==> src/design/sfr_pkg.sv <==
// shared types and constants for the sbus frame receiver
// no dependencies; the design files but sfr_ram use it by scoped names
`timescale 1ns / 1ps

package sfr_pkg;

  // request kinds on the input channel
  localparam logic REQ_BYTE = 1'b0;
  localparam logic REQ_TICK = 1'b1;

  localparam logic [7:0]  START_BYTE   = 8'h0F;
  localparam logic [15:0] OVERRUN_MARK = 16'hFFFE;

  localparam int unsigned GAP_W     = 16;
  localparam int unsigned ELAPSED_W = 16;
  localparam int unsigned TIMEOUT_W = 24;
  localparam int unsigned CFG_W     = 24;

  // frame store: two banks of 32 byte slots, address is {bank, byte index}
  localparam int unsigned IDX_W      = 5;
  localparam int unsigned RAM_DEPTH  = 64;
  localparam int unsigned RAM_ADDR_W = 6;

  localparam logic [IDX_W-1:0] FIRST_DATA_BYTE = 5'd1;
  localparam logic [IDX_W-1:0] FLAG_BYTE       = 5'd23;
  localparam logic [IDX_W-1:0] TAIL_BYTE       = 5'd24;

  localparam int unsigned LOST_BIT     = 2;
  localparam int unsigned FAILSAFE_BIT = 3;

  // channel unpacking
  localparam int unsigned CHAN_W    = 11;
  localparam int unsigned ACC_W     = 18;
  localparam int unsigned ACC_CNT_W = 5;
  localparam logic [ACC_CNT_W-1:0] BYTE_BITS = 5'd8;
  localparam logic [ACC_CNT_W-1:0] CHAN_BITS = 5'd11;
  localparam logic [3:0]           LAST_CHANNEL = 4'd8;

  localparam int unsigned CMD_FIFO_DEPTH = 4;
  localparam int unsigned CMD_PTR_W      = 2;

  typedef enum logic [1:0] {
    CFG_GAP_LIMIT       = 2'd0,
    CFG_LOST_TIMEOUT    = 2'd1,
    CFG_NOFRAME_TIMEOUT = 2'd2
  } cfg_index_e;

  typedef enum logic [1:0] {
    RES_CHANNEL = 2'd0,
    RES_REJECT  = 2'd1,
    RES_STATUS  = 2'd2
  } result_kind_e;

  typedef enum logic [1:0] {
    CMD_TICK   = 2'd0,
    CMD_REJECT = 2'd1,
    CMD_FRAME  = 2'd2
  } cmd_kind_e;

  typedef enum logic {
    F_HUNT   = 1'b0,
    F_GATHER = 1'b1
  } front_state_e;

  typedef enum logic [2:0] {
    B_IDLE       = 3'd0,
    B_FLAG_APPLY = 3'd1,
    B_CHAN_RD    = 3'd2,
    B_CHAN_LD    = 3'd3,
    B_CHAN_EMIT  = 3'd4
  } back_state_e;

  typedef struct packed {
    logic        req_type;
    logic [7:0]  rx_byte;
    logic [15:0] gap_ticks;
    logic [15:0] elapsed_us;
  } in_item_t;

  typedef struct packed {
    result_kind_e result_kind;
    logic [3:0]   channel_index;
    logic [10:0]  channel_value;
    logic         last_of_run;
    logic         frame_lost_bit;
    logic         sbus_failsafe_bit;
    logic         signal_lost;
    logic         no_frames;
    logic         failsafe_out;
  } out_item_t;

  typedef struct packed {
    logic [GAP_W-1:0]     gap_limit;
    logic [TIMEOUT_W-1:0] lost_timeout_us;
    logic [TIMEOUT_W-1:0] noframe_timeout_us;
  } cfg_t;

  typedef struct packed {
    cmd_kind_e            kind;
    logic [ELAPSED_W-1:0] elapsed_us;
    logic                 bank;
  } cmd_t;

  // back to front: a frame bank has been fully unpacked
  typedef struct packed {
    logic done;
    logic bank;
  } back_status_t;

endpackage

==> src/design/sbus_frame_receiver_top.sv <==
// top level of the sbus frame receiver: configuration registers and the
// front end, command queue, back end and frame store ram; uses sfr_pkg
`timescale 1ns / 1ps

// channel   direction  handshake              payload
// in        input      in_valid_i/in_stall_o  in_item_i (byte or tick)
// out       output     out_valid_o/out_stall_i out_item_o (result)
// cfg       input      cfg_valid_i/cfg_ready_o cfg_index_i, cfg_data_i
//
// a byte or tick is taken when not stalled; a full queue or a start byte whose
// frame bank is still being unpacked holds the input stalled
// a tick or reject result is made in the back end idle state; a good frame
// holds the back end for command, flag byte, 13 byte reads, 9 channel emits
// unpacking goes on while a result waits; a stalled result blocks further emits
// after reset the block hunts for a start byte; cfg_ready_o is always high

module sbus_frame_receiver_top #(
  parameter int unsigned TIMER_WIDTH = 24
) (
  input  logic                      clk_i,
  input  logic                      rst_ni,
  input  logic                      in_valid_i,
  input  sfr_pkg::in_item_t         in_item_i,
  output logic                      in_stall_o,
  output logic                      out_valid_o,
  output sfr_pkg::out_item_t        out_item_o,
  input  logic                      out_stall_i,
  input  logic                      cfg_valid_i,
  output logic                      cfg_ready_o,
  input  logic [1:0]                cfg_index_i,
  input  logic [sfr_pkg::CFG_W-1:0] cfg_data_i
);

  sfr_pkg::cfg_t         cfg_q;
  logic                  push, fifo_full, pop, cmd_valid;
  sfr_pkg::cmd_t         push_cmd, head_cmd;
  logic                  ram_we, ram_re;
  logic [sfr_pkg::RAM_ADDR_W-1:0] ram_waddr, ram_raddr;
  logic [7:0]            ram_wdata, ram_rdata;
  sfr_pkg::back_status_t back_status;

  assign cfg_ready_o = 1'b1;

  always_ff @(posedge clk_i or negedge rst_ni) begin
    if (!rst_ni) begin
      cfg_q.gap_limit          <= 16'd1024;
      cfg_q.lost_timeout_us    <= 24'd1000000;
      cfg_q.noframe_timeout_us <= 24'd1000000;
    end else if (cfg_valid_i && cfg_ready_o) begin
      case (cfg_index_i)
        sfr_pkg::CFG_GAP_LIMIT:
          cfg_q.gap_limit <= cfg_data_i[sfr_pkg::GAP_W-1:0];
        sfr_pkg::CFG_LOST_TIMEOUT:
          cfg_q.lost_timeout_us <= cfg_data_i[sfr_pkg::TIMEOUT_W-1:0];
        sfr_pkg::CFG_NOFRAME_TIMEOUT:
          cfg_q.noframe_timeout_us <= cfg_data_i[sfr_pkg::TIMEOUT_W-1:0];
        default: ;
      endcase
    end
  end

  sfr_front u_front (
    .clk_i         (clk_i),
    .rst_ni        (rst_ni),
    .gap_limit_i   (cfg_q.gap_limit),
    .in_valid_i    (in_valid_i),
    .in_item_i     (in_item_i),
    .in_stall_o    (in_stall_o),
    .fifo_full_i   (fifo_full),
    .push_o        (push),
    .cmd_o         (push_cmd),
    .ram_we_o      (ram_we),
    .ram_waddr_o   (ram_waddr),
    .ram_wdata_o   (ram_wdata),
    .back_status_i (back_status)
  );

  sfr_cmd_fifo u_fifo (
    .clk_i       (clk_i),
    .rst_ni      (rst_ni),
    .push_i      (push),
    .push_data_i (push_cmd),
    .full_o      (fifo_full),
    .pop_i       (pop),
    .valid_o     (cmd_valid),
    .head_o      (head_cmd)
  );

  sfr_ram #(
    .Width (8),
    .Depth (sfr_pkg::RAM_DEPTH)
  ) u_store (
    .clk_i   (clk_i),
    .we_i    (ram_we),
    .waddr_i (ram_waddr),
    .wdata_i (ram_wdata),
    .re_i    (ram_re),
    .raddr_i (ram_raddr),
    .rdata_o (ram_rdata)
  );

  sfr_back #(
    .TIMER_WIDTH (TIMER_WIDTH)
  ) u_back (
    .clk_i                (clk_i),
    .rst_ni               (rst_ni),
    .lost_timeout_us_i    (cfg_q.lost_timeout_us),
    .noframe_timeout_us_i (cfg_q.noframe_timeout_us),
    .cmd_valid_i          (cmd_valid),
    .cmd_i                (head_cmd),
    .cmd_pop_o            (pop),
    .ram_re_o             (ram_re),
    .ram_raddr_o          (ram_raddr),
    .ram_rdata_i          (ram_rdata),
    .status_o             (back_status),
    .out_valid_o          (out_valid_o),
    .out_item_o           (out_item_o),
    .out_stall_i          (out_stall_i)
  );

endmodule

==> src/design/sfr_ram.sv <==
// generic single write, single read ram with registered read data
// no dependencies
`timescale 1ns / 1ps

module sfr_ram #(
  parameter int unsigned Width = 8,
  parameter int unsigned Depth = 64
) (
  input  logic                     clk_i,
  input  logic                     we_i,
  input  logic [$clog2(Depth)-1:0] waddr_i,
  input  logic [Width-1:0]         wdata_i,
  input  logic                     re_i,
  input  logic [$clog2(Depth)-1:0] raddr_i,
  output logic [Width-1:0]         rdata_o
);

  logic [Width-1:0] mem_q [Depth];
  logic [Width-1:0] rdata_q;

  always_ff @(posedge clk_i) begin
    if (we_i) begin
      mem_q[waddr_i] <= wdata_i;
    end
    if (re_i) begin
      rdata_q <= mem_q[raddr_i];
    end
  end

  assign rdata_o = rdata_q;

endmodule

==> src/design/sfr_cmd_fifo.sv <==
// short command queue between the front end and the back end
// depends on sfr_pkg
`timescale 1ns / 1ps

module sfr_cmd_fifo (
  input  logic          clk_i,
  input  logic          rst_ni,
  input  logic          push_i,
  input  sfr_pkg::cmd_t push_data_i,
  output logic          full_o,
  input  logic          pop_i,
  output logic          valid_o,
  output sfr_pkg::cmd_t head_o
);

  sfr_pkg::cmd_t                  mem_q [sfr_pkg::CMD_FIFO_DEPTH];
  logic [sfr_pkg::CMD_PTR_W-1:0]  wr_ptr_q, wr_ptr_d;
  logic [sfr_pkg::CMD_PTR_W-1:0]  rd_ptr_q, rd_ptr_d;
  logic [sfr_pkg::CMD_PTR_W:0]    count_q, count_d;
  logic                           do_push, do_pop;

  assign full_o  = (count_q == (sfr_pkg::CMD_PTR_W + 1)'(sfr_pkg::CMD_FIFO_DEPTH));
  assign valid_o = (count_q != '0);
  assign head_o  = mem_q[rd_ptr_q];
  assign do_push = push_i && !full_o;
  assign do_pop  = pop_i && valid_o;

  always_comb begin
    wr_ptr_d = wr_ptr_q;
    rd_ptr_d = rd_ptr_q;
    count_d  = count_q;
    if (do_push) begin
      wr_ptr_d = wr_ptr_q + 1'b1;
    end
    if (do_pop) begin
      rd_ptr_d = rd_ptr_q + 1'b1;
    end
    case ({do_push, do_pop})
      2'b10:   count_d = count_q + 1'b1;
      2'b01:   count_d = count_q - 1'b1;
      default: count_d = count_q;
    endcase
  end

  always_ff @(posedge clk_i or negedge rst_ni) begin
    if (!rst_ni) begin
      wr_ptr_q <= '0;
      rd_ptr_q <= '0;
      count_q  <= '0;
    end else begin
      wr_ptr_q <= wr_ptr_d;
      rd_ptr_q <= rd_ptr_d;
      count_q  <= count_d;
    end
  end

  always_ff @(posedge clk_i) begin
    if (do_push) begin
      mem_q[wr_ptr_q] <= push_data_i;
    end
  end

`ifndef SYNTHESIS
  a_no_pop_empty: assert property (@(posedge clk_i) disable iff (!rst_ni)
    (count_q == '0) |-> !do_pop)
    else $error("command queue popped while empty");
  a_count_tracks: assert property (@(posedge clk_i) disable iff (!rst_ni)
    (do_push && !do_pop) |=> (count_q == $past(count_q) + 1'b1))
    else $error("command queue count lost a request");
  a_head_kept: assert property (@(posedge clk_i) disable iff (!rst_ni)
    (valid_o && !do_pop) |=> $stable(rd_ptr_q))
    else $error("command queue head moved without pop");
`endif

endmodule

==> src/design/sfr_front.sv <==
// front end: takes bytes and ticks, hunts for start, gathers frames into
// the frame store banks and queues tick, reject and frame commands; uses sfr_pkg
`timescale 1ns / 1ps

module sfr_front (
  input  logic                          clk_i,
  input  logic                          rst_ni,
  input  logic [sfr_pkg::GAP_W-1:0]     gap_limit_i,
  input  logic                          in_valid_i,
  input  sfr_pkg::in_item_t             in_item_i,
  output logic                          in_stall_o,
  input  logic                          fifo_full_i,
  output logic                          push_o,
  output sfr_pkg::cmd_t                 cmd_o,
  output logic                          ram_we_o,
  output logic [sfr_pkg::RAM_ADDR_W-1:0] ram_waddr_o,
  output logic [7:0]                    ram_wdata_o,
  input  sfr_pkg::back_status_t         back_status_i
);

  sfr_pkg::front_state_e         state_q, state_d;
  logic [sfr_pkg::IDX_W-1:0]     count_q, count_d;
  logic                          late_q, late_d;
  logic                          bank_q, bank_d;
  logic [1:0]                    busy_q, busy_d;

  logic is_tick, is_start, is_last, byte_late, accept, frame_ok;

  assign is_tick   = (in_item_i.req_type == sfr_pkg::REQ_TICK);
  assign is_start  = (state_q == sfr_pkg::F_HUNT) && !is_tick &&
                     (in_item_i.rx_byte == sfr_pkg::START_BYTE);
  assign is_last   = (state_q == sfr_pkg::F_GATHER) && !is_tick &&
                     (count_q == sfr_pkg::TAIL_BYTE);
  assign byte_late = (in_item_i.gap_ticks == sfr_pkg::OVERRUN_MARK) ||
                     (in_item_i.gap_ticks > gap_limit_i);
  assign frame_ok  = !(late_q || byte_late);

  // a new frame waits until its bank has been unpacked by the back end
  assign in_stall_o = fifo_full_i || (is_start && busy_q[bank_q]);
  assign accept     = in_valid_i && !in_stall_o;

  // next state
  always_comb begin
    state_d = state_q;
    case (state_q)
      sfr_pkg::F_HUNT: begin
        if (accept && is_start) begin
          state_d = sfr_pkg::F_GATHER;
        end
      end
      sfr_pkg::F_GATHER: begin
        if (accept && is_last) begin
          state_d = sfr_pkg::F_HUNT;
        end
      end
      default: state_d = sfr_pkg::F_HUNT;
    endcase
  end

  // outputs and bookkeeping
  always_comb begin
    push_o         = 1'b0;
    cmd_o.kind     = sfr_pkg::CMD_TICK;
    cmd_o.elapsed_us = in_item_i.elapsed_us;
    cmd_o.bank     = bank_q;
    ram_we_o       = 1'b0;
    ram_waddr_o    = {bank_q, count_q};
    ram_wdata_o    = in_item_i.rx_byte;
    count_d        = count_q;
    late_d         = late_q;
    bank_d         = bank_q;
    busy_d         = busy_q;
    if (back_status_i.done) begin
      busy_d[back_status_i.bank] = 1'b0;
    end
    if (accept) begin
      if (is_tick) begin
        push_o = 1'b1;
      end else if (is_start) begin
        count_d = sfr_pkg::FIRST_DATA_BYTE;
        late_d  = 1'b0;
      end else if (state_q == sfr_pkg::F_GATHER) begin
        ram_we_o = 1'b1;
        late_d   = late_q || byte_late;
        count_d  = count_q + 1'b1;
        if (is_last) begin
          push_o  = 1'b1;
          count_d = '0;
          late_d  = 1'b0;
          if (frame_ok) begin
            cmd_o.kind     = sfr_pkg::CMD_FRAME;
            busy_d[bank_q] = 1'b1;
            bank_d         = !bank_q;
          end else begin
            cmd_o.kind = sfr_pkg::CMD_REJECT;
          end
        end
      end
    end
  end

  always_ff @(posedge clk_i or negedge rst_ni) begin
    if (!rst_ni) begin
      state_q <= sfr_pkg::F_HUNT;
      count_q <= '0;
      late_q  <= 1'b0;
      bank_q  <= 1'b0;
      busy_q  <= '0;
    end else begin
      state_q <= state_d;
      count_q <= count_d;
      late_q  <= late_d;
      bank_q  <= bank_d;
      busy_q  <= busy_d;
    end
  end

`ifndef SYNTHESIS
  a_no_busy_write: assert property (@(posedge clk_i) disable iff (!rst_ni)
    ram_we_o |-> !busy_q[bank_q])
    else $error("frame byte written into a bank still being unpacked");
  a_no_push_full: assert property (@(posedge clk_i) disable iff (!rst_ni)
    push_o |-> !fifo_full_i)
    else $error("command pushed into a full queue");
  a_done_busy: assert property (@(posedge clk_i) disable iff (!rst_ni)
    back_status_i.done |-> busy_q[back_status_i.bank])
    else $error("back end finished a bank that was not handed over");
`endif

endmodule

==> src/design/sfr_back.sv <==
// back end: runs queued commands, keeps failsafe timers and flags, unpacks
// channels from the frame store and drives the result register; uses sfr_pkg
`timescale 1ns / 1ps

module sfr_back #(
  parameter int unsigned TIMER_WIDTH = 24
) (
  input  logic                           clk_i,
  input  logic                           rst_ni,
  input  logic [sfr_pkg::TIMEOUT_W-1:0]  lost_timeout_us_i,
  input  logic [sfr_pkg::TIMEOUT_W-1:0]  noframe_timeout_us_i,
  input  logic                           cmd_valid_i,
  input  sfr_pkg::cmd_t                  cmd_i,
  output logic                           cmd_pop_o,
  output logic                           ram_re_o,
  output logic [sfr_pkg::RAM_ADDR_W-1:0] ram_raddr_o,
  input  logic [7:0]                     ram_rdata_i,
  output sfr_pkg::back_status_t          status_o,
  output logic                           out_valid_o,
  output sfr_pkg::out_item_t             out_item_o,
  input  logic                           out_stall_i
);

  localparam int unsigned CmpW = (TIMER_WIDTH > sfr_pkg::TIMEOUT_W) ?
                                 TIMER_WIDTH : sfr_pkg::TIMEOUT_W;

  sfr_pkg::back_state_e state_q, state_d;

  logic [TIMER_WIDTH-1:0] lost_timer_q, since_timer_q;
  logic                   lost_active_q, signal_lost_q, failsafe_bit_q, no_frames_q;

  logic [sfr_pkg::ACC_W-1:0]     acc_q;
  logic [sfr_pkg::ACC_CNT_W-1:0] cnt_q;
  logic [3:0]                    ch_q;
  logic [sfr_pkg::IDX_W-1:0]     byte_idx_q;
  logic                          bank_q;

  logic                   out_valid_q;
  sfr_pkg::out_item_t     out_q, emit_item;
  logic                   emit, slot_free, tick_fire, frame_start;

  logic [TIMER_WIDTH:0]   lost_sum, since_sum;
  logic [TIMER_WIDTH-1:0] lost_sat, since_sat;
  logic                   no_frames_tick, lost_over;

  assign slot_free = !out_valid_q || !out_stall_i;

  // saturating timer advance on a tick
  assign lost_sum  = {1'b0, lost_timer_q} + (TIMER_WIDTH + 1)'(cmd_i.elapsed_us);
  assign since_sum = {1'b0, since_timer_q} + (TIMER_WIDTH + 1)'(cmd_i.elapsed_us);
  assign lost_sat  = lost_sum[TIMER_WIDTH] ? '1 : lost_sum[TIMER_WIDTH-1:0];
  assign since_sat = since_sum[TIMER_WIDTH] ? '1 : since_sum[TIMER_WIDTH-1:0];
  assign no_frames_tick = CmpW'(since_sat) > CmpW'(noframe_timeout_us_i);
  assign lost_over      = CmpW'(lost_timer_q) > CmpW'(lost_timeout_us_i);

  // next state
  always_comb begin
    state_d = state_q;
    case (state_q)
      sfr_pkg::B_IDLE: begin
        if (cmd_valid_i && (cmd_i.kind == sfr_pkg::CMD_FRAME)) begin
          state_d = sfr_pkg::B_FLAG_APPLY;
        end
      end
      sfr_pkg::B_FLAG_APPLY: state_d = sfr_pkg::B_CHAN_RD;
      sfr_pkg::B_CHAN_RD:    state_d = sfr_pkg::B_CHAN_LD;
      sfr_pkg::B_CHAN_LD: begin
        if ((cnt_q + sfr_pkg::BYTE_BITS) >= sfr_pkg::CHAN_BITS) begin
          state_d = sfr_pkg::B_CHAN_EMIT;
        end else begin
          state_d = sfr_pkg::B_CHAN_RD;
        end
      end
      sfr_pkg::B_CHAN_EMIT: begin
        if (slot_free) begin
          if (ch_q == sfr_pkg::LAST_CHANNEL) begin
            state_d = sfr_pkg::B_IDLE;
          end else begin
            state_d = sfr_pkg::B_CHAN_RD;
          end
        end
      end
      default: state_d = sfr_pkg::B_IDLE;
    endcase
  end

  // outputs
  always_comb begin
    cmd_pop_o    = 1'b0;
    ram_re_o     = 1'b0;
    ram_raddr_o  = {bank_q, byte_idx_q};
    status_o     = '{done: 1'b0, bank: bank_q};
    emit         = 1'b0;
    tick_fire    = 1'b0;
    frame_start  = 1'b0;
    emit_item.result_kind       = sfr_pkg::RES_STATUS;
    emit_item.channel_index     = '0;
    emit_item.channel_value     = '0;
    emit_item.last_of_run       = 1'b1;
    emit_item.frame_lost_bit    = lost_active_q;
    emit_item.sbus_failsafe_bit = failsafe_bit_q;
    emit_item.signal_lost       = signal_lost_q;
    emit_item.no_frames         = no_frames_q;
    case (state_q)
      sfr_pkg::B_IDLE: begin
        if (cmd_valid_i) begin
          case (cmd_i.kind)
            sfr_pkg::CMD_TICK: begin
              if (slot_free) begin
                cmd_pop_o = 1'b1;
                tick_fire = 1'b1;
                emit      = 1'b1;
                emit_item.no_frames = no_frames_tick;
              end
            end
            sfr_pkg::CMD_REJECT: begin
              if (slot_free) begin
                cmd_pop_o = 1'b1;
                emit      = 1'b1;
                emit_item.result_kind = sfr_pkg::RES_REJECT;
              end
            end
            sfr_pkg::CMD_FRAME: begin
              // flag byte comes first so every channel result sees new flags
              cmd_pop_o   = 1'b1;
              frame_start = 1'b1;
              ram_re_o    = 1'b1;
              ram_raddr_o = {cmd_i.bank, sfr_pkg::FLAG_BYTE};
            end
            default: cmd_pop_o = 1'b1;
          endcase
        end
      end
      sfr_pkg::B_CHAN_RD: ram_re_o = 1'b1;
      sfr_pkg::B_CHAN_EMIT: begin
        if (slot_free) begin
          emit = 1'b1;
          emit_item.result_kind   = sfr_pkg::RES_CHANNEL;
          emit_item.channel_index = ch_q;
          emit_item.channel_value = acc_q[sfr_pkg::CHAN_W-1:0];
          emit_item.last_of_run   = (ch_q == sfr_pkg::LAST_CHANNEL);
          status_o.done           = (ch_q == sfr_pkg::LAST_CHANNEL);
        end
      end
      default: ;
    endcase
    emit_item.failsafe_out = emit_item.signal_lost || emit_item.sbus_failsafe_bit ||
                             emit_item.no_frames;
  end

  always_ff @(posedge clk_i or negedge rst_ni) begin
    if (!rst_ni) begin
      state_q        <= sfr_pkg::B_IDLE;
      out_valid_q    <= 1'b0;
      lost_timer_q   <= '0;
      since_timer_q  <= '0;
      lost_active_q  <= 1'b0;
      signal_lost_q  <= 1'b0;
      failsafe_bit_q <= 1'b0;
      no_frames_q    <= 1'b0;
    end else begin
      state_q <= state_d;
      if (emit) begin
        out_valid_q <= 1'b1;
      end else if (!out_stall_i) begin
        out_valid_q <= 1'b0;
      end
      if (tick_fire) begin
        if (lost_active_q) begin
          lost_timer_q <= lost_sat;
        end
        since_timer_q <= since_sat;
        no_frames_q   <= no_frames_tick;
      end
      if (state_q == sfr_pkg::B_FLAG_APPLY) begin
        if (ram_rdata_i[sfr_pkg::LOST_BIT]) begin
          if (!lost_active_q) begin
            lost_active_q <= 1'b1;
            lost_timer_q  <= '0;
          end else if (lost_over) begin
            signal_lost_q <= 1'b1;
          end
        end else begin
          lost_active_q <= 1'b0;
          lost_timer_q  <= '0;
          signal_lost_q <= 1'b0;
        end
        failsafe_bit_q <= ram_rdata_i[sfr_pkg::FAILSAFE_BIT];
        since_timer_q  <= '0;
        no_frames_q    <= 1'b0;
      end
    end
  end

  // unpacking datapath
  always_ff @(posedge clk_i) begin
    if (emit) begin
      out_q <= emit_item;
    end
    if (frame_start) begin
      bank_q <= cmd_i.bank;
    end
    case (state_q)
      sfr_pkg::B_FLAG_APPLY: begin
        acc_q      <= '0;
        cnt_q      <= '0;
        ch_q       <= '0;
        byte_idx_q <= sfr_pkg::FIRST_DATA_BYTE;
      end
      sfr_pkg::B_CHAN_RD: byte_idx_q <= byte_idx_q + 1'b1;
      sfr_pkg::B_CHAN_LD: begin
        acc_q <= acc_q | (sfr_pkg::ACC_W'(ram_rdata_i) << cnt_q);
        cnt_q <= cnt_q + sfr_pkg::BYTE_BITS;
      end
      sfr_pkg::B_CHAN_EMIT: begin
        if (slot_free) begin
          acc_q <= acc_q >> sfr_pkg::CHAN_W;
          cnt_q <= cnt_q - sfr_pkg::CHAN_BITS;
          ch_q  <= ch_q + 1'b1;
        end
      end
      default: ;
    endcase
  end

  assign out_valid_o = out_valid_q;
  assign out_item_o  = out_q;

`ifndef SYNTHESIS
  a_emit_free: assert property (@(posedge clk_i) disable iff (!rst_ni)
    emit |-> slot_free)
    else $error("result overwrote a result still waiting");
  a_frame_flags: assert property (@(posedge clk_i) disable iff (!rst_ni)
    frame_start |=> (state_q == sfr_pkg::B_FLAG_APPLY))
    else $error("frame command did not read its flag byte");
  a_enough_bits: assert property (@(posedge clk_i) disable iff (!rst_ni)
    (state_q == sfr_pkg::B_CHAN_EMIT) |-> (cnt_q >= sfr_pkg::CHAN_BITS))
    else $error("channel emitted before eleven bits were gathered");
  a_done_idle: assert property (@(posedge clk_i) disable iff (!rst_ni)
    status_o.done |=> (state_q == sfr_pkg::B_IDLE))
    else $error("bank released while unpacking continues");
`endif

endmodule

==> config.mk <==
export PLATFORM = sky130hd
export DESIGN_NAME = sbus_frame_receiver_top
export DESIGN_NICKNAME = d
export VERILOG_FILES = /design/src/design/sfr_pkg.sv /design/src/design/sbus_frame_receiver_top.sv /design/src/design/sfr_ram.sv /design/src/design/sfr_cmd_fifo.sv /design/src/design/sfr_front.sv /design/src/design/sfr_back.sv
export SDC_FILE = /design/constraint.sdc
export NUM_CORES = 1
export LEC_CHECK = 0
export BUFFER_PORTS_ARGS = -buffer_cell sky130_fd_sc_hd__buf_2
export CAP_MARGIN = 20
export CORE_ASPECT_RATIO = 0.7
export CORE_MARGIN = 1.5
export CORE_UTILIZATION = 35
export CTS_CLUSTER_DIAMETER = 80
export DETAILED_ROUTE_END_ITERATION = 10
export PLACE_DENSITY = 0.55
export SLEW_MARGIN = 25
export SYNTH_ARGS = -nofsm -noshare
export SYNTH_HDL_FRONTEND = slang
export SYNTH_SLANG_ARGS = --single-unit
export TNS_END_PERCENT = 5
==> constraint.sdc <==
create_clock -name clk_i -period 6.05 [get_ports clk_i]
set_input_delay 1.21 -clock clk_i [delete_from_list [all_inputs] [get_ports clk_i]]
set_output_delay 1.21 -clock clk_i [all_outputs]
set_load 0.05 [all_outputs]
==> Word-level counts from Yosys, hierarchy flattened <==
Memory sizes are Yosys's and may differ from the RTL's. A register that Yosys moved wholly into a read port is not among the register bits.
Cells that the tools add are included.
{ "totals": {"ff_bits": 193, "latch_bits": 0, "ram_bits": 588, "rom_bits": 0, "inputBits": 72, "output_inout_bits": 26, "mem_count": 2} }
{ "op_classes": {"add_sub_neg": 11, "mul": 0, "div": 0, "n_lt_le_gt_ge": 8, "eq_ne": 20, "shifts": 1, "mux": 99, "bitwise": 8, "n_reduce_logical": 46} }
{ "memory_table": {"columns": ["memory", "words", "width", "read_ports", "rd_ports_with_merged_regs", "wr", "line_no", "rtl"], "rows": [
  ["u_store.mem_q", 64, 8, 1, 1, 1, "sfr_ram.sv:18", "logic [Width-1:0] mem_q [Depth];"],
  ["u_fifo.mem_q", 4, 19, 1, 0, 1, "sfr_cmd_fifo.sv:16", "sfr_pkg::cmd_t mem_q [sfr_pkg::CMD_FIFO_DEPTH];"]
]} }
{ "op_table": {"columns": ["operator", "n"], "rows": [
  ["24-bit 2-to-1 mux", 9],
  ["18-bit case mux with 3 select lines", 1],
  ["24-bit by 16-bit adder with 25-bit output", 2],
  ["24-bit > comparator", 2],
  ["1-bit 2-to-1 mux", 48],
  ["18-bit 2-to-1 mux", 2],
  ["2-bit 2-to-1 mux", 17],
  ["5-bit 2-to-1 mux", 4],
  ["6-bit 2-to-1 mux", 3],
  ["18-bit bitwise OR", 1],
  ["8-bit by 5-bit left shift with 18-bit output", 1],
  ["16-bit equality test, second input constant", 1],
  ["16-bit > comparator", 1],
  ["3-bit case mux with 5 select lines", 1],
  ["5-bit case mux with 3 select lines", 1],
  ["2-bit AND reduction", 7],
  ["1-bit logical AND", 13],
  ["5-bit by 1-bit adder with 5-bit output, second input constant", 2],
  ["2-bit by 1-bit != test with 1-bit output, second input constant", 5],
  ["5-bit case mux with 2 select lines", 1],
  ["2-bit nonzero test", 5],
  ["3-bit 2-to-1 mux", 3],
  ["8-bit by 4-bit equality test with 1-bit output, second input constant", 1],
  ["4-bit case mux with 2 select lines", 1],
  ["other kinds (33)", 61]
]} }

==> Longest topological paths before layout <==
Gate-level depths: netlist of run 1.
{ "logic_depth": {"depth_word": 14, "depth_mapped": 22, "mapped_depth_nobuf": 19} }

==> Cells and area by module <==
From an unflattened synthesis of run 1, not the netlist that was laid out.
{ "unflattened": {"cells_unflattened": 2303, "area_unflattened_um2": 35492.8} }
{ "modules_own_cells": {"columns": ["module", "instances", "cells_each", "area_per_inst_um2"], "rows": [
  ["sfr_ram", 1, 940, 20241.9],
  ["sfr_back", 1, 937, 8338.0],
  ["sfr_cmd_fifo", 1, 136, 3188.1],
  ["sbus_frame_receiver_top", 1, 138, 2447.3],
  ["sfr_front", 1, 152, 1277.5]
]} }

==> Least setup slack after synthesis of run 1 <==
No wires, ideal clock.
{ "synth_timing": {"path_kind": "register to register", "startpoint": "reg u_fifo.rd_ptr_q[0] in the netlist's numbering", "endpoint": "reg u_back.out_q (netlist bit u_back.out_item_o[0]) (data pin)", "setup_time_ns": 0.271, "arrival_time_ns": 5.491, "t_required_ns": 5.779, "path_slack_ns": 0.288, "stages_incl_launch_ff": 23, "period_less_slack_ns": 5.762, "cell_sequence": "dfrtp_1 -> buf_1 -> buf_1 -> mux4_2 -> ha_1 -> clkbuf_1 -> a21o_1 -> a21o_1 -> a21oi_1 -> a31oi_1 -> a41o_1 -> nand2_1 -> clkbuf_1 -> nand2_1 -> ha_1 -> a21o_1 -> a21o_1 -> a21o_1 -> a21o_1 -> a211oi_1 -> o21ai_0 -> nor3_1 -> o31ai_1"} }
{ "synth_lines": {"columns": ["item", "line_no", "rtl"], "rows": [
  ["start: declaration", "sfr_cmd_fifo.sv:18", "logic [sfr_pkg::CMD_PTR_W-1:0] rd_ptr_q, rd_ptr_d;"],
  ["start signal: assignment", "sfr_cmd_fifo.sv:52", "rd_ptr_q <= rd_ptr_d;"],
  ["end signal: assignment", "sfr_back.sv:198", "out_q <= emit_item;"],
  ["end: declaration", "sfr_back.sv:39", "sfr_pkg::out_item_t out_q, emit_item;"]
]} }

==> results of run 1 <==
==> cells in the mapped netlist (13+ instances only) <==
cell / n
a21o_1: 31
buf_2: 17
or3_1: 14
dfrtp_1: 122
o22ai_1: 40
a21oi_1: 124
mux2i_1: 47
a31oi_1: 72
o21ai_0: 234
nand2_1: 152
nor3_1: 33
xnor2_1: 22
dfstp_2: 15
and2_1: 46
mux2_2: 116
nor4_1: 16
o31ai_1: 13
a211oi_1: 74
buf_1: 16
a22oi_1: 20
inv_1: 97
nor2_1: 210
xor2_1: 19
or2_2: 14
ha_1: 108
nand4_1: 41
nand2b_1: 20
nand3_1: 54
and3_1: 31
edfxtp_1: 652
mux4_2: 22
clkbuf_1: 96
nor2b_1: 15
o21a_1: 16
==> how the worst max path moves through the flow <==
stage                                   start                             end  slack (ns)  depth (start not counted)
2_1_floorplan  u_fifo.rd_ptr_q[0]$_DFFE_PN0P_  u_back.out_item_o[0]$_DFFE_PP_        0.29                         22
3_3_place_gp   u_fifo.rd_ptr_q[0]$_DFFE_PN0P_  u_back.out_item_o[0]$_DFFE_PP_        0.39                         18
3_5_place_dp   u_fifo.rd_ptr_q[0]$_DFFE_PN0P_  u_back.out_item_o[0]$_DFFE_PP_        0.34                         18
4_1_cts        u_fifo.rd_ptr_q[0]$_DFFE_PN0P_  u_back.out_item_o[0]$_DFFE_PP_        0.32                         18
5_1_grt        u_fifo.rd_ptr_q[0]$_DFFE_PN0P_  u_back.out_item_o[0]$_DFFE_PP_        0.04                         18
6_report       u_fifo.rd_ptr_q[0]$_DFFE_PN0P_  u_back.out_item_o[0]$_DFFE_PP_        0.37                         18
==> critical path, stage by stage (launching register included) <==
cell and delay [ns]:
dfrtp_1 0.36, buf_4 0.26, mux4_2 0.61, fa_1 0.50, a211oi_1 0.36, o21ai_0 0.22
nand3_1 0.21, a31oi_1 0.15, a41o_1 0.39, and2_2 0.38, or2_2 0.34, ha_1 0.29
a21o_1 0.19, a21o_1 0.17, a21oi_1 0.16, o21ai_0 0.11, a31o_2 0.26, nor3_1 0.32
o31ai_1 0.13
==> sequential cells by signal, summed over array words and instances, names as in the netlist, 4 cells and up <==
| name | count |
|---|---|
| u_front.count_q | 5 |
| u_back.acc_q | 18 |
| u_back.since_timer_q | 24 |
| u_back.out_item_o | 23 |
| cfg_q | 64 |
| u_back.ch_q | 4 |
| u_back.lost_timer_q | 24 |
| u_back.byte_idx_q | 5 |
| u_store.rdata_o | 8 |
| u_fifo.mem_q | 76 |
| u_back.cnt_q | 5 |
| u_store.mem_q | 512 |
==> layout make-up <==
type	count	area (um^2)	area share (%)
multi-input cells	1704	11500	28.8
inverters	99	373	0.930
flip-flops and latches	789	23000	57.4
repair buffers	136	822	2.05
well taps	1336	1670	4.17
clock buffers	109	2190	5.47
clock inverters	37	450	1.12
==> power groups by stage <==
stage	combinational, mW	clock, mW	sequential (mW)
2_1_floorplan	4.45	0	6.95
3_3_place_gp	6.55	0	7.09
3_5_place_dp	6.69	0	7.10
4_1_cts	6.72	5.13	6.99
5_1_grt	7.44	5.34	7.06
6_report	6.86	5.02	7.00
==> logic make-up (layout without fill, tap and decap cells) <==
kind of cell,after synthesis,count (layout)
DFF,789,789
buffers and inverters,233,381
muxes,185,185
xor gates and xnor gates,41,41
and+or+nand+nor,665,665
other,1,1
adders and majority gates,111,111
AOI/OAI and AO/OA,701,701
==> metal layers <==
layer	up-vias	global-route usage, %
met5	-	0
met4	6	4.51
met3	134	6.05
met2	882	25.7
met1	11700	29.7
li1	10500	-
==> through the flow <==
step / instances / cell area (um^2) / worst slack, ns / power, mW / util, %
2_1_floorplan: 2726 / 35500 / 0.288 / 11.4 / -
3_3_place_gp: 4063 / 37400 / 0.388 / 13.6 / 37.3
3_5_place_dp: 4063 / 37400 / 0.340 / 13.8 / 37.3
4_1_cts: 4209 / 40100 / 0.321 / 18.8 / 40.0
5_1_grt: 4210 / 40100 / 0.0372 / 19.8 / 40.0
6_report: 4210 / 40100 / 0.368 / 18.9 / 40.0
==> results by group, run 1 <==
Drt
  – Highest metal used: met5
  – Routed wire length: 101000 um
  – Vias per inst: 5.53
  – Wl on met1: 48800 um
  – TritonRoute pass-1 iters: 8
  – DRT antenna net count: 0
  – DRT iter0 DRCs: 2489
  – Via count: 23300
  – DRC violations left: 12
  – Routed wl met3: 9760 um
  – WL per Instance: 23.9 um
  – Metal2 WL: 40100 um

Worst setup path
  – Startpoint types: flop
  – WP data arrival: 6.10 ns
  – WS Path Type: reg -> reg
  – Critical path peak fanout: 24
  – Worst r2r dst: u_back.out_item_o[0]$_DFFE_PP_
  – R2r setup slk: 0.37 ns
  – Worst Path Required: 6.47 ns
  – Worst r2r src: u_fifo.rd_ptr_q[0]$_DFFE_PN0P_
  – Worst setup EP type: flop
  – Worst R2R Path Depth: 18

Finish
  – Final nets: 2994
  – Most common cell after layout, fill and taps aside: edfxtp_1
  – Commonest non-fill, non-tap cells in the layout: edfxtp_1, o21ai_0, nor2_1
  – Fillcell total: 9351
  – Layout area overhead: 13.0%
  – Antenna diode count: 0
  – Layout cell share with drive strength beyond 1: 15.2%

Yosys
  – Gate Count Post-Synth: 2726
  – Largest area contributor in the netlist: edfxtp_1
  – Synthesized area: 35500 um^2
  – Adder-Cell Fraction of Synth Area: 3.98%
  – Post-synth net total: 2909
  – Largest family of logic cells by synthesized area: compound AO/OA/AOI/OAI gates
  – Seq/Total Area, Yosys: 64.9%
  – Mux contribution to synthesized area: 6.41%
  – Seq cells post-synth: 789
  – Synth area leaders: edfxtp_1, dfrtp_1, ha_1
  – Post-synth EDFFs: 652
  – Compound-gate portion of the synthesized area: 12.1%
  – Ys Warns: 0
  – Top cell type's share of synthesized area: 55.2%
  – Synth Area in Simple Gates: 8.97%
  – Fraction of registers with async set/reset: 17.4%
  – Main synth FF type: edfxtp_1
  – Post-Syn Area per Cell: 13.0 um^2
  – Post-synth cell types: 69
  – Synth Area in XOR/XNOR: 1.01%

Job
  – Number of max-cap violations: 0

Clock tree
  – CTS clk-pin slew, worst paths: 0.06 ns
  – CTS Hold Bufs: 0
  – H-tree levels: 3
  – Inserted Clock Buffers: 81
  – Post-CTS Setup Bufs: 0
  – CTS Buffer Depth: 3
  – Clock latency on the worst-skew pair: 0.69 ns
  – CTS sink cnt: 789
  – Post_cts resized: 0
  – Clk root buf: clkbuf_16
  – CTS tree: yes

Worst hold path
  – Hold path endpoint: u_front.busy_q[1]$_DFF_PN0_
  – Hold path start: u_front.busy_q[1]$_DFF_PN0_
  – Hold Path Class: reg -> reg
  – Cell depth of the worst hold path: 2

Power
  – Power Density: 471 nW/um^2
  – Clock power share: 26.6%
  – VDD IR max: 0.000233 V
  – Leak: 14.5 nW
  – Internal power: 11.7 mW
  – Psw: 7.18 mW
  – Sequential Power Share: 37.1%
  – Sw frac: 38.0%
  – Share of total power in combinational logic: 36.3%

Global route
  – Largest net degree at the start of global routing: 155
  – GRT Total Usage: 19.2%
  – First-pass GRT wire length: 149000 um
  – Antenna violations before repair: 12
  – GR Overflow Total: 0
  – Vias in the first global route: 22700

STA
  – Fin crit period: 5.68 ns
  – RSZ-0062 raised after global routing: false
  – Slew margin rel.: 31.0%
  – Slew Limit Fails: 0
  – Setup TNS: 0 ns
  – Final Hold Viols: 0
  – Hold_ws: 0.483 ns
  – Worst Max-Slew Pin Slew: 1.03 ns
  – Tcrit/Tclk final: 93.9%
  – Finish-stage setup viols: 0
  – F_max: 0.176 GHz
  – Max Clock Skew: 0.0431 ns

Floorplan
  – Number of I/O pins: 98
  – Standard-cell rows: 97
  – Die X: 383 um
  – Starting density of the core: 35.4%
  – Die area: 103000 um^2
  – Area of the core: 100000 um^2
  – Die height: 269 um

Status
  – Failing checks: design-rule violations
  – Status: complete, but fails checks

Place
  – DP HPWL: 68800 um
  – IO buf count: 96
  – Placer congestion estimate: 0.959
No activity file was read; power rests on OpenSTA's default activity.
==> run 2, diff against run 1 <==
==> constraint.sdc (replaced) <==
create_clock -name clk_i -period 5.1 [get_ports clk_i]
set_input_delay 1.02 -clock clk_i [delete_from_list [all_inputs] [get_ports clk_i]]
set_output_delay 1.02 -clock clk_i [all_outputs]
set_load 0.05 [all_outputs]
==> results by group, run 2 (synthesis results as in run 1) <==
Status
  – Status: complete, but fails checks
  – Failing checks: design-rule violations

Power
  – Sequential Power Share: 36.0%
  – Internal power: 14.3 mW
  – Leak: 15.1 nW
  – Sw frac: 38.1%
  – Power Density: 563 nW/um^2
  – Clock power share: 26.1%
  – Psw: 8.82 mW
  – Share of total power in combinational logic: 37.9%
  – VDD IR max: 0.000297 V

Drt
  – DRT iter0 DRCs: 2395
  – Via count: 23700
  – DRC violations left: 8
  – DRT antenna net count: 0
  – Vias per inst: 5.49
  – TritonRoute pass-1 iters: 9
  – WL per Instance: 23.8 um
  – Routed wire length: 103000 um

STA
  – Setup TNS: 0 ns
  – Final Hold Viols: 0
  – Max Clock Skew: 0.0410 ns
  – Fin crit period: 4.87 ns
  – Tcrit/Tclk final: 95.5%
  – Slew margin rel.: 26.0%
  – Slew Limit Fails: 0
  – Hold_ws: 0.353 ns
  – F_max: 0.205 GHz
  – Worst Max-Slew Pin Slew: 1.10 ns
  – Final worst-path setup slack: 0.227 ns
  – Finish-stage setup viols: 0

Worst setup path
  – Critical path peak fanout: 9
  – Startpoint types: flop
  – CP startpoint: u_fifo.rd_ptr_q[0]$_DFFE_PN0P_
  – R2r setup slk: 0.23 ns
  – WS Path Type: reg -> reg
  – Worst Path Required: 5.53 ns
  – Worst setup EP type: flop
  – Worst r2r src: u_fifo.rd_ptr_q[0]$_DFFE_PN0P_
  – Worst r2r dst: u_back.out_item_o[0]$_DFFE_PP_
  – Worst Setup EP: u_back.out_item_o[0]$_DFFE_PP_
  – Worst R2R Path Depth: 22
  – WP data arrival: 5.30 ns

Place
  – DP HPWL: 71100 um
  – Place WS: -0.183 ns
  – IO buf count: 96
  – Placer congestion estimate: 0.937

Clock tree
  – CTS Buffer Depth: 3
  – Clk root buf: clkbuf_16
  – CTS Hold Bufs: 0
  – CTS tree: yes
  – H-tree levels: 3
  – CTS sink cnt: 789
  – Clock latency on the worst-skew pair: 0.69 ns
  – CTS clk-pin slew, worst paths: 0.07 ns
  – Inserted Clock Buffers: 82

Finish
  – Storage cell area: 23000 um^2
  – Max reg flops: 512
  – Final nets: 3092
  – Top reg by flops: u_store.mem_q
  – Area taken by multi-input logic gates: 11800 um^2
  – Commonest non-fill, non-tap cells in the layout: edfxtp_1, o21ai_0, nor2_1
  – Largest registers: u_store.mem_q (512), u_fifo.mem_q (76), cfg_q (64)
  – Most common cell after layout, fill and taps aside: edfxtp_1
  – Layout area overhead: 16.0%
  – Post-layout util: 41.0%
  – Layout cell share with drive strength beyond 1: 19.1%
  – Fillcell total: 9397

Global route
  – First-pass GRT wire length: 152000 um
  – Antenna violations before repair: 5
  – Largest net degree at the start of global routing: 87
  – GR Overflow Total: 0
  – Vias in the first global route: 23000
  – GRT Total Usage: 19.7%

Floorplan
  – Area of the core: 100000 um^2
  – Die X: 383 um
  – Number of I/O pins: 98
  – Die area: 103000 um^2
  – Die height: 269 um
  – Starting density of the core: 35.4%
  – Standard-cell rows: 97

Job
  – Number of max-cap violations: 0

Worst hold path
  – Hold Path Class: in -> async
-- run 2: cell type report --
type	instances	area share [%]
Timing Repair Buffer	233	3.92
Clock inverter	49	1.21
Multi-Input combinational cell	1704	28.6
Antenna cell	1	0.00609
Clock buffer	99	5.29
Sequential cell	789	56.0
Inverter	99	0.904
Tap cell	1336	4.07
-- run 2: worst min path at each step --
stage | start | to | slack, ns | depth (start not counted)
finish | rst_ni | cfg_q[59]$_DFFE_PN0P_ | 0.35 | 1
global route | rst_ni | cfg_q[59]$_DFFE_PN0P_ | 0.39 | 1
CTS | rst_ni | cfg_q[59]$_DFFE_PN0P_ | 0.35 | 1
detailed placement | u_back.signal_lost_q$_DFFE_PN0P_ | u_back.out_item_o[2]$_DFFE_PP_ | 0.48 | 0
global placement | u_front.busy_q[1]$_DFF_PN0_ | u_front.busy_q[1]$_DFF_PN0_ | 0.46 | 2
floorplan | u_back.lost_active_q$_DFFE_PN0P_ | u_back.out_item_o[4]$_DFFE_PP_ | 0.42 | 0
-- run 2: power groups by stage --
stage	combinational, mW	clock [mW]	sequential (mW)
floorplan	5.29	0	8.24
global placement	8.16	0	8.43
detailed placement	8.31	0	8.44
CTS	8.38	6.16	8.32
global route	9.51	6.39	8.40
finish	8.78	6.04	8.34
-- run 2: routing by layer --
metal  routed length, um  share of wire (%)  GRT usage (%)  vias up
met5                  27              0.026              0        -
met4                1570                1.5           4.01        4
met3                9130                8.9           5.38      109
met2               40300                 39           25.9      863
met1               51600                 50           31.7    12000
li1                    -                  -              -    10700
-- run 2: what timing repair did --
item | CTS | global route
pin swaps | 1 | 10
setup endpoints to repair | 3 | 3
resized for setup | 8 | 35
buffers inserted | 0 | 6
-- run 2: worst max-delay path: stages, from the launching register on --
cell and delay [ns]:
dfrtp_1 0.38, buf_6 0.16, buf_4 0.12, mux4_2 0.53, ha_1 0.34, and2_1 0.17
o2111a_1 0.24, nor2_2 0.23, o2111ai_4 0.18, a31oi_4 0.23, nor2b_1 0.09, xnor2_1 0.15
nand2_1 0.11, ha_1 0.30, a21o_1 0.16, a21o_1 0.17, a21o_1 0.16, a21o_1 0.17
a211oi_1 0.22, o21ai_1 0.12, nor3_2 0.18, buf_4 0.14, o31ai_2 0.06
-- run 2: per-stage QoR --
stage / std cells / total power [mW] / area, um^2
final: 4310 / 23.2 / 41100
after global routing: 4310 / 24.3 / 41100
after CTS: 4303 / 22.9 / 40900
after detailed placement: 4155 / 16.8 / 38200
after global placement: 4155 / 16.6 / 38200
after floorplan: 2726 / 13.5 / 35500
